### src/rtl/multiplexed_periodic_timer_bank_top_macros.svh
// Assertion macros for the periodic timer bank.
`ifndef MULTIPLEXED_PERIODIC_TIMER_BANK_TOP_MACROS_SVH
`define MULTIPLEXED_PERIODIC_TIMER_BANK_TOP_MACROS_SVH

`ifndef SYNTHESIS
// Same-cycle implication
`define MPTB_ASSERT_NOW(lbl, clk, rst, ante, cons, msg) \
   lbl: assert property (@(posedge clk) disable iff (rst) (ante) |-> (cons)) \
      else $error(msg);
// Next-cycle implication
`define MPTB_ASSERT_NEXT(lbl, clk, rst, ante, cons, msg) \
   lbl: assert property (@(posedge clk) disable iff (rst) (ante) |=> (cons)) \
      else $error(msg);
`else
`define MPTB_ASSERT_NOW(lbl, clk, rst, ante, cons, msg)
`define MPTB_ASSERT_NEXT(lbl, clk, rst, ante, cons, msg)
`endif

`endif

### src/rtl/mptb_pkg.sv
package mptb_pkg;

   localparam int PERIOD_W  = 32;
   localparam int INDEX_W   = 3;
   localparam int CFG_W     = 4;
   localparam int MASK_BITS = 8;

   localparam logic [CFG_W-1:0]    CFG_RESET      = 4'd8;
   localparam logic [PERIOD_W-1:0] COUNT_ALL_ONES = '1;

   // Request codes; the fourth code is unused
   typedef enum logic [1:0] {
      REQ_TICK  = 2'd0,
      REQ_START = 2'd1,
      REQ_STOP  = 2'd2
   } req_code_type;

   typedef struct packed {
      logic [1:0]          req_type;
      logic [INDEX_W-1:0]  timer_index;
      logic [PERIOD_W-1:0] period;
   } req_item_type;

   typedef struct packed {
      logic                 accepted;
      logic [MASK_BITS-1:0] fired_mask;
   } rsp_item_type;

   // Control from the pipeline to the timer bank
   typedef struct packed {
      logic             commit;
      logic [CFG_W-1:0] timers_in_use;
   } bank_ctl_type;

endpackage

### src/rtl/mptb_if.sv
// Request channel
interface mptb_req_if;
   logic                           valid;
   logic                           ready;
   logic [1:0]                     req_type;
   logic [mptb_pkg::INDEX_W-1:0]   timer_index;
   logic [mptb_pkg::PERIOD_W-1:0]  period;

   modport source (output valid, output req_type, output timer_index, output period,
                   input ready);
   modport sink   (input valid, input req_type, input timer_index, input period,
                   output ready);
endinterface

// Result channel
interface mptb_rsp_if;
   logic                            valid;
   logic                            ready;
   logic                            accepted;
   logic [mptb_pkg::MASK_BITS-1:0]  fired_mask;

   modport source (output valid, output accepted, output fired_mask, input ready);
   modport sink   (input valid, input accepted, input fired_mask, output ready);
endinterface

// Register write channel
interface mptb_csr_if;
   logic                         valid;
   logic                         ready;
   logic [mptb_pkg::CFG_W-1:0]   timers_in_use;

   modport source (output valid, output timers_in_use, input ready);
   modport sink   (input valid, input timers_in_use, output ready);
endinterface

### src/rtl/mptb_timer_bank.sv
module mptb_timer_bank #(
   parameter int MAX_TIMERS = 8
) (
   input  logic                   clock,
   input  logic                   reset,
   input  mptb_pkg::bank_ctl_type ctl,
   input  mptb_pkg::req_item_type item,
   output mptb_pkg::rsp_item_type result
);
   import mptb_pkg::*;

   localparam int SEL_W = 6;
   localparam int CAP   = (MAX_TIMERS > 15) ? 15 : MAX_TIMERS;
   localparam logic [CFG_W-1:0] CAP_N = CFG_W'(CAP);

   logic [PERIOD_W-1:0]   period_ff [MAX_TIMERS];
   logic [PERIOD_W-1:0]   count_ff  [MAX_TIMERS];
   logic [MAX_TIMERS-1:0] fire_vec;
   logic [CFG_W-1:0]      active_n;
   logic                  is_tick;
   logic                  is_write;
   logic                  idx_ok;

   // Number of timers in use, capped at the bank size and at 15
   assign active_n = (ctl.timers_in_use > CAP_N) ? CAP_N : ctl.timers_in_use;

   // Decode the request
   always_comb begin
      is_tick  = 1'b0;
      is_write = 1'b0;
      case (item.req_type)
         REQ_TICK:            is_tick  = 1'b1;
         REQ_START, REQ_STOP: is_write = 1'b1;
         default: begin
            is_tick  = 1'b0;
            is_write = 1'b0;
         end
      endcase
   end

   assign idx_ok = {1'b0, item.timer_index} < active_n;

   // One counter and comparator per timer
   for (genvar i = 0; i < MAX_TIMERS; i++) begin : g_timer
      logic                in_use;
      logic                idx_hit;
      logic                hit;
      logic [PERIOD_W-1:0] count_inc;

      assign in_use = SEL_W'(i) < {2'b00, active_n};

      if (i < (1 << INDEX_W)) begin : g_addr
         assign idx_hit = item.timer_index == INDEX_W'(i);
      end else begin : g_noaddr
         assign idx_hit = 1'b0;
      end

      // All ones wraps to zero before the increment
      assign count_inc = (count_ff[i] == COUNT_ALL_ONES) ? PERIOD_W'(1)
                                                         : count_ff[i] + PERIOD_W'(1);
      assign hit         = count_inc == period_ff[i];
      assign fire_vec[i] = is_tick && in_use && hit;

      always_ff @(posedge clock) begin
         if (reset) begin
            period_ff[i] <= '0;
            count_ff[i]  <= '0;
         end else if (ctl.commit) begin
            if (is_tick && in_use) begin
               count_ff[i] <= hit ? '0 : count_inc;
            end else if (is_write && idx_ok && idx_hit) begin
               period_ff[i] <= (item.req_type == REQ_START) ? item.period : '0;
               count_ff[i]  <= '0;
            end
         end
      end
   end

   // Only the first eight timers report in the mask
   for (genvar b = 0; b < MASK_BITS; b++) begin : g_mask
      if (b < MAX_TIMERS) begin : g_bit
         assign result.fired_mask[b] = fire_vec[b];
      end else begin : g_zero
         assign result.fired_mask[b] = 1'b0;
      end
   end

   assign result.accepted = is_tick || (is_write && idx_ok);

endmodule

### src/rtl/multiplexed_periodic_timer_bank_top.sv
// Periodic timer bank: up to MAX_TIMERS virtual timers sharing one tick.
// req channel: req_type (tick, start, stop), timer_index and period. A start
// loads a period and clears the count, a stop loads period zero; a tick
// advances every timer in use and reports those that reached their period.
// rsp channel: one result per request, accepted flag and fired_mask.
// csr channel: write of timers_in_use, always ready; write only when idle.
// The single input register and single result register lie around the
// timer update logic; a request's result shows on rsp from the result
// register. Throughput: one request per cycle while rsp does not stall.
// A new request is taken while a result waits on a stalled receiver; when
// both registers are full req ready drops until rsp transfers.
// Reset clears all periods and counts (timers stopped), empties both
// registers and sets timers_in_use to eight.
`include "multiplexed_periodic_timer_bank_top_macros.svh"

module multiplexed_periodic_timer_bank_top #(
   parameter int MAX_TIMERS = 8
) (
   input  logic       clock,
   input  logic       reset,
   mptb_req_if.sink   req_if,
   mptb_rsp_if.source rsp_if,
   mptb_csr_if.sink   csr_if
);
   import mptb_pkg::*;

   logic             s1_valid_ff, s1_valid_in;
   req_item_type     s1_item_ff;
   logic             rsp_valid_ff, rsp_valid_in;
   rsp_item_type     rsp_item_ff, rsp_item_in;
   logic [CFG_W-1:0] cfg_ff;
   logic             advance;
   logic             req_take;
   bank_ctl_type     bank_ctl;

   // Pipeline control
   assign advance     = s1_valid_ff && (!rsp_valid_ff || rsp_if.ready);
   assign req_if.ready = !s1_valid_ff || advance;
   assign req_take    = req_if.valid && req_if.ready;
   assign s1_valid_in = req_take ? 1'b1 : (advance ? 1'b0 : s1_valid_ff);
   assign rsp_valid_in = advance ? 1'b1 : (rsp_if.ready ? 1'b0 : rsp_valid_ff);

   always_ff @(posedge clock) begin
      if (reset) begin
         s1_valid_ff  <= 1'b0;
         rsp_valid_ff <= 1'b0;
      end else begin
         s1_valid_ff  <= s1_valid_in;
         rsp_valid_ff <= rsp_valid_in;
      end
   end

   // Input register payload
   always_ff @(posedge clock) begin
      if (req_take) begin
         s1_item_ff.req_type    <= req_if.req_type;
         s1_item_ff.timer_index <= req_if.timer_index;
         s1_item_ff.period      <= req_if.period;
      end
   end

   // Result register payload
   always_ff @(posedge clock) begin
      if (advance) begin
         rsp_item_ff <= rsp_item_in;
      end
   end

   // Configuration register
   assign csr_if.ready = 1'b1;

   always_ff @(posedge clock) begin
      if (reset) begin
         cfg_ff <= CFG_RESET;
      end else if (csr_if.valid) begin
         cfg_ff <= csr_if.timers_in_use;
      end
   end

   // Timer state and per-request update
   assign bank_ctl.commit        = advance;
   assign bank_ctl.timers_in_use = cfg_ff;

   mptb_timer_bank #(
      .MAX_TIMERS (MAX_TIMERS)
   ) u_bank (
      .clock  (clock),
      .reset  (reset),
      .ctl    (bank_ctl),
      .item   (s1_item_ff),
      .result (rsp_item_in)
   );

   assign rsp_if.valid      = rsp_valid_ff;
   assign rsp_if.accepted   = rsp_item_ff.accepted;
   assign rsp_if.fired_mask = rsp_item_ff.fired_mask;

   // Checks
   `MPTB_ASSERT_NEXT(a_s1_holds, clock, reset, s1_valid_ff && rsp_valid_ff && !rsp_if.ready, s1_valid_ff, "input register lost a request while the result stalled")
   `MPTB_ASSERT_NOW(a_fire_needs_accept, clock, reset, rsp_valid_ff && (rsp_item_ff.fired_mask != '0), rsp_item_ff.accepted, "timer fired on a rejected request")
   `MPTB_ASSERT_NEXT(a_cfg_write, clock, reset, csr_if.valid && csr_if.ready, cfg_ff == $past(csr_if.timers_in_use), "register write not taken")
   `MPTB_ASSERT_NOW(a_ready_full, clock, reset, !req_if.ready, s1_valid_ff && rsp_valid_ff, "request refused with a free register")

endmodule
### src/flat_wrapper.sv
// flat-port wrapper written by rule: the top's interface ports become plain ports
module multiplexed_periodic_timer_bank_top_flat import mptb_pkg::*;
#(
   parameter int MAX_TIMERS = 8
)
  (clock, reset, req_if_valid, req_if_req_type, req_if_timer_index, req_if_period, req_if_ready, rsp_if_valid, rsp_if_accepted, rsp_if_fired_mask, rsp_if_ready, csr_if_valid, csr_if_timers_in_use, csr_if_ready);
  mptb_req_if req_if_i ();
  mptb_rsp_if rsp_if_i ();
  mptb_csr_if csr_if_i ();
  input  logic clock;
  input  logic reset;
  input wire logic [$bits(req_if_i.valid)-1:0] req_if_valid;
  input wire logic [$bits(req_if_i.req_type)-1:0] req_if_req_type;
  input wire logic [$bits(req_if_i.timer_index)-1:0] req_if_timer_index;
  input wire logic [$bits(req_if_i.period)-1:0] req_if_period;
  output wire logic [$bits(req_if_i.ready)-1:0] req_if_ready;
  output wire logic [$bits(rsp_if_i.valid)-1:0] rsp_if_valid;
  output wire logic [$bits(rsp_if_i.accepted)-1:0] rsp_if_accepted;
  output wire logic [$bits(rsp_if_i.fired_mask)-1:0] rsp_if_fired_mask;
  input wire logic [$bits(rsp_if_i.ready)-1:0] rsp_if_ready;
  input wire logic [$bits(csr_if_i.valid)-1:0] csr_if_valid;
  input wire logic [$bits(csr_if_i.timers_in_use)-1:0] csr_if_timers_in_use;
  output wire logic [$bits(csr_if_i.ready)-1:0] csr_if_ready;
  assign req_if_i.valid = req_if_valid;
  assign req_if_i.req_type = req_if_req_type;
  assign req_if_i.timer_index = req_if_timer_index;
  assign req_if_i.period = req_if_period;
  assign req_if_ready = req_if_i.ready;
  assign rsp_if_valid = rsp_if_i.valid;
  assign rsp_if_accepted = rsp_if_i.accepted;
  assign rsp_if_fired_mask = rsp_if_i.fired_mask;
  assign rsp_if_i.ready = rsp_if_ready;
  assign csr_if_i.valid = csr_if_valid;
  assign csr_if_i.timers_in_use = csr_if_timers_in_use;
  assign csr_if_ready = csr_if_i.ready;
  multiplexed_periodic_timer_bank_top #(.MAX_TIMERS(MAX_TIMERS)) u_core (.clock(clock), .reset(reset), .req_if(req_if_i), .rsp_if(rsp_if_i), .csr_if(csr_if_i));
endmodule
### config.mk
export PLATFORM = sky130hd
export DESIGN_NAME = multiplexed_periodic_timer_bank_top_flat
export DESIGN_NICKNAME = d
export VERILOG_FILES = /design/src/rtl/mptb_pkg.sv /design/src/rtl/mptb_if.sv /design/src/rtl/mptb_timer_bank.sv /design/src/rtl/multiplexed_periodic_timer_bank_top.sv /design/src/flat_wrapper.sv
export VERILOG_INCLUDE_DIRS = /design/src /design/src/rtl
export SDC_FILE = /design/constraint.sdc
export NUM_CORES = 1
export LEC_CHECK = 0
export ABC_CLOCK_PERIOD_IN_PS = 4740
export BUFFER_PORTS_ARGS = -buffer_cell sky130_fd_sc_hd__buf_2
export CAP_MARGIN = 20
export CORE_AREA = 2 2 232 234
export DETAILED_ROUTE_END_ITERATION = 8
export DIE_AREA = 0 0 234 236
export GPL_TIMING_DRIVEN = 1
export PLACE_DENSITY = 0.86
export SLEW_MARGIN = 20
export SYNTH_ARGS = -nofsm -noshare
export SYNTH_HDL_FRONTEND = slang
export SYNTH_SLANG_ARGS = --single-unit
### constraint.sdc
create_clock -name clock -period 4.74 [get_ports clock]
set_input_delay 0.711 -clock clock [delete_from_list [all_inputs] [get_ports clock]]
set_output_delay 0.711 -clock clock [all_outputs]
set_load 0.005 [all_outputs]
# --- Word-level counts from Yosys, hierarchy flattened ---
# Memory sizes are Yosys's and may differ from the RTL's.
# Index checks and enable logic that the tools add are counted.
# W data, S select, Z words.
word_totals:
  register_bits: 52
  out_inout_bits: 12
  mem_bits_rw: 512
  input_bits: 46
  memories: 2
classes:
  muxes: 122
  magnitude_cmp: 10
  bitwise: 24
  n_eq_ne: 25
  n_addsub: 8
  n_reduce_logical: 37
mem_list:
  columns: ["memory", "words", "width", "rd", "rd_clocked_by_memory_dff", "wr", "line_no", "text"]
  rows:
  - ["u_core.u_bank.count_ff", 8, 32, 8, 0, 8, "mptb_timer_bank.sv:17", "logic [PERIOD_W-1:0] count_ff [MAX_TIMERS];"]
  - ["u_core.u_bank.period_ff", 8, 32, 8, 0, 8, "mptb_timer_bank.sv:16", "logic [PERIOD_W-1:0] period_ff [MAX_TIMERS];"]
ops:
  columns: ["op", "count"]
  rows:
  - ["$mux W32", 41]
  - ["$add A32 B1 Y32 const B", 8]
  - ["$eq A32 B32 Y1", 8]
  - ["$eq A32 B32 Y1 const B", 8]
  - ["$mux W1", 80]
  - ["$logic_and A1 B1 Y1", 27]
  - ["$or A1 B1 Y1", 24]
  - ["$lt A3 B4 Y1 const A", 4]
  - ["$eq A3 B3 Y1 const B", 4]
  - ["$lt A1 B4 Y1 const A", 2]
  - ["$lt A2 B4 Y1 const A", 2]
  - ["$eq A3 B2 Y1 const B", 2]
  - ["$gt A4 B4 Y1 const B", 1]
  - ["$lt A3 B4 Y1", 1]
  - ["$mux W4", 1]
  - ["$reduce_bool A2 Y1", 2]
  - ["$eq A3 B1 Y1 const B", 1]
  - ["$logic_not A3 Y1", 1]
  - ["$logic_or A1 B1 Y1", 3]
  - ["$eq A2 B1 Y1 const B", 1]
  - ["$eq A2 B2 Y1 const B", 1]
  - ["$logic_not A1 Y1", 2]
  - ["$logic_not A2 Y1", 1]
  - ["$reduce_or A2 Y1", 1]

# --- Logic depth before layout (Yosys ltp) ---
logic_depth:
  depth_word: 11
  ltp_mapped: 15
  mapped_depth_nobuf: 10

# --- Hierarchy ---
# From an unflattened synthesis, not the netlist that was laid out.
unflattened:
  cells_unflattened: 3259
  hier_area_um2: 33233.1
modules_own_cells:
  columns: ["mod", "cells_each", "n_inst", "area_per_inst_um2", "seq_area_each_um2"]
  rows:
  - ["mptb_timer_bank", 3188, 1, 31609.1, 15374.7]
  - ["multiplexed_periodic_timer_bank_top", 71, 1, 1624.1, 1501.4]

# --- Worst setup path after synthesis ---
# Ideal clock, no wire load.
synth_timing:
  path_kind: "register to register"
  startpoint: "register u_core.cfg_ff[0]"
  endpoint: "memory u_core.u_bank.count_ff[4][0], in the netlist u_core.u_bank.count_ff[1][0] (enable)"
  path_slack_ns: 0.817
  arrival_time_ns: 3.495
  setup_time_ns: 0.428
  n_path_buf: 1
  path_stages_with_launch: 10
  path_cell_list: "dfxtp_1 -> clkbuf_1 -> or3b_2 -> a21o_1 -> a21oi_1 -> o211ai_1 -> nor3_1 -> and2_1 -> a21o_1 -> o21bai_1"
synth_rtl:
  columns: ["item", "line_no", "text"]
  rows:
  - ["from (decl)", "multiplexed_periodic_timer_bank_top.sv:31", "logic [CFG_W-1:0] cfg_ff;"]
  - ["from (signal assigned)", "multiplexed_periodic_timer_bank_top.sv:76", "cfg_ff <= csr_if.timers_in_use;"]
  - ["to (decl)", "mptb_timer_bank.sv:17", null]

==> metrics.txt <==
status finished clean; worst slack, placed ~0.65 ns; final instance area between 0.03 and 0.04 mm^2; sequential standard cell area about 0.017 mm^2; Die Wd between 200 and 250 um; ranking of synthesized cells by area edfxtp_1 51%, xnor2_1 6.2%, nor2_1 5.1%; DR vias 27546; clk buf depth 3; Syn Inst Count ~3200; sequential area share after synthesis 51.4%; Setup Fix Bufs, Post-CTS 0; Routability Congestion 1.01; H-tree depth 2; CTS tree done; Pre-antenna DRT Iters 9; nets@finish between 3000 and 4000; vias in the first global route about 26000; CP Data Required Time a little over 5 ns; Worst EP arrival about 4.5 ns; Slew headroom around a quarter; Core Region roughly 0.053 mm^2; RSZ-0062 raised after global routing no; Max Cap Violations 0; Peak Freq approximately 240 MHz; post-CTS resize count 0; final hold violation count 0; number of fill cells in the layout between 4000 and 5000; Tightest Hold Check Type in -> reg; row count 85; Crit Path Max Fanout 15; TNS Setup 0 ns; Worst setup SP type register; most frequent cells after synthesis 558 x edfxtp_1, 450 x nor2_1, 232 x xnor2_1, 229 x nor3_1, 215 x nand2_1; Worst-Skew Late Latency ~0.65 ns; worst-case clock skew 0.0260 ns; syn_area_per_cell slightly above 10 um^2; minimum hold slack about 0.23 ns; area of the multi-input gates between 0.015 and 0.02 mm^2; Die ar. between 0.05 and 0.06 mm^2; most frequent cell after synthesis edfxtp_1; placed instance area 0.0338 mm^2; synth warn 0; layout cells sized above 1 around 8.3%; vias per cell a little under 7; total power 11.7 mW; largest net degree at the start of global routing 38; slack of the critical path around 0.56 ns; crit share post-route 88.1%; FF-to-FF setup slack about 0.56 ns; Lkg Pwr roughly 12 nW; final period demand of the worst path roughly 4.2 ns; Setup crit end kind register; ys flop type edfxtp_1; DP HPWL ~70000 um; Hold-fix buffers, CTS 0; CTS sink cnt 564; antenna violations before repair 2; WL/cell around 25 um; Post-Syn Area 0.0328 mm^2; # diodes 0; number of synthesized flops with an enable pin around 560; #FFs+latches synth 564; share of synthesized registers carrying an async set or reset 0%; Slew @ Worst Pin 1.12 ns; Setup violations, final 0; Unique masters post-synth between 90 and 100; die height 236 um; VDD IR max 365 uV; Initial Utilization 61.9%; Pwr Density 328 mW/mm^2; Setup CP Type reg -> reg; grt total ovfl 0; clock root buffer clkbuf_16; All-Layer GR Usage 35.9%; clock-pin slew on the worst setup and hold paths around 0.06 ns; first-pass GRT wire length between 150000 and 200000 um; final wirelength approximately 100000 um; Final ANT Viol Nets 0; Pins Over Slew Limit 0; Synth top area share between 50 and 60%; I/O Pins just under 60; post-route DRC violation count 0; port bufs 56; Post-Syn Nets approximately 3300; post-synth top area cell edfxtp_1; Layout area overhead 9.02%; violation count after the first detailed-route iteration ~3700; CTS buffer count 61
-- placed cells by master, fill, tap and decap left out, types with 10 or more instances in the layout --
| master | count |
|---|---|
| and4_1 | 48 |
| inv_1 | 60 |
| nand4_1 | 114 |
| and3_1 | 61 |
| and2_1 | 29 |
| a31oi_1 | 17 |
| edfxtp_1 | 558 |
| clkinv_2 | 12 |
| nor4b_1 | 14 |
| o31ai_1 | 14 |
| nor4_1 | 100 |
| nand3_1 | 163 |
| ha_1 | 11 |
| a21oi_1 | 58 |
| clkbuf_16 | 62 |
| mux2i_1 | 22 |
| o32ai_1 | 15 |
| nand2_1 | 211 |
| o211ai_1 | 15 |
| or3_1 | 28 |
| buf_4 | 60 |
| or4_1 | 30 |
| o21ai_0 | 74 |
| o221ai_1 | 13 |
| a21o_1 | 14 |
| nand2b_1 | 28 |
| a211oi_1 | 17 |
| xor2_1 | 134 |
| buf_2 | 56 |
| xnor2_1 | 232 |
| a221oi_1 | 10 |
| nor3b_1 | 19 |
| nor2_1 | 450 |
| nand3b_1 | 14 |
| o22ai_1 | 16 |
| nor3_1 | 229 |
| nor2b_1 | 23 |
-- worst paths after layout --
check,startpoint,endpoint,cells after the start
hold reg to reg,u_core.s1_valid_ff,u_core.rsp_if.valid,2
hold / removal,req_if_period[18],u_core.s1_item_ff[18],1
setup reg to reg,u_core.u_bank.count_ff[0][44],u_core.u_bank.count_ff[0][33],9
setup / recovery,u_core.u_bank.count_ff[0][44],u_core.u_bank.count_ff[0][33],9
-- power by group --
part           total, mW  leakage (nW)  switching [mW]  internal [mW]
clock               4.87         0.971            2.12           2.75
combinational      0.890          4.88           0.571          0.320
sequential          5.99          5.80           0.275           5.71
total               11.7          11.7            2.96           8.78
-- metal layers --
metal	part of all wire, %	vias to the layer above	global-route usage [%]
met3	11	409	7.39
met2	44	1774	54.2
li1	-	12099	-
met1	38	13262	48.9
met4	6.1	2	18.5
met5	0.011	-	0
-- critical path, cell delays in order, from the launching register on --
cell,delay (ns)
edfxtp_1,0.60
nand4_1,0.28
nor4_4,0.57
and3_1,0.61
nand3_1,0.15
a22o_1,0.23
or4_1,0.55
nor4_4,0.50
buf_4,0.32
nor4b_1,0.09
-- cells by family (layout without fill, tap and decap cells) --
group,after synthesis,in the layout,share of synthesized area [%]
AO/OA/AOI/OAI,381,381,8.19
multiplexers,26,26,0.808
AND/OR/NAND/NOR,1621,1621,25.8
flip-flops,564,564,51.4
XOR/XNOR,374,374,10.3
buffers and inverters,233,291,2.93
other,1,1,0.0114
adder cells (fa/ha/maj),15,15,0.549
-- flip-flops by register name (all words and copies together), names as in the netlist --
name / flops
u_core.s1_item_ff: 37
u_core.rsp_if.accepted: 1
u_core.rsp_if.valid: 1
u_core.cfg_ff: 4
u_core.rsp_if.fired_mask: 8
u_core.u_bank.period_ff: 256
u_core.s1_valid_ff: 1
u_core.u_bank.count_ff: 256
-- final cells by class --
type | count | area share (%)
Clock buffer | 72 | 4.47
Clock inverter | 42 | 1.17
Inverter | 60 | 0.629
Multi-Input combinational cell | 2418 | 42.1
Sequential cell | 564 | 47.1
Tap cell | 696 | 2.43
Timing Repair Buffer | 117 | 2.10
-- through the flow --
step | std cells | utilization [%]
2_1_floorplan | 3215 | -
3_3_place_gp | 3855 | 63.7
3_5_place_dp | 3855 | 63.7
4_1_cts | 3969 | 67.5
5_1_grt | 3969 | 67.5
6_report | 3969 | 67.5
Power figures use the tool's default switching activity.
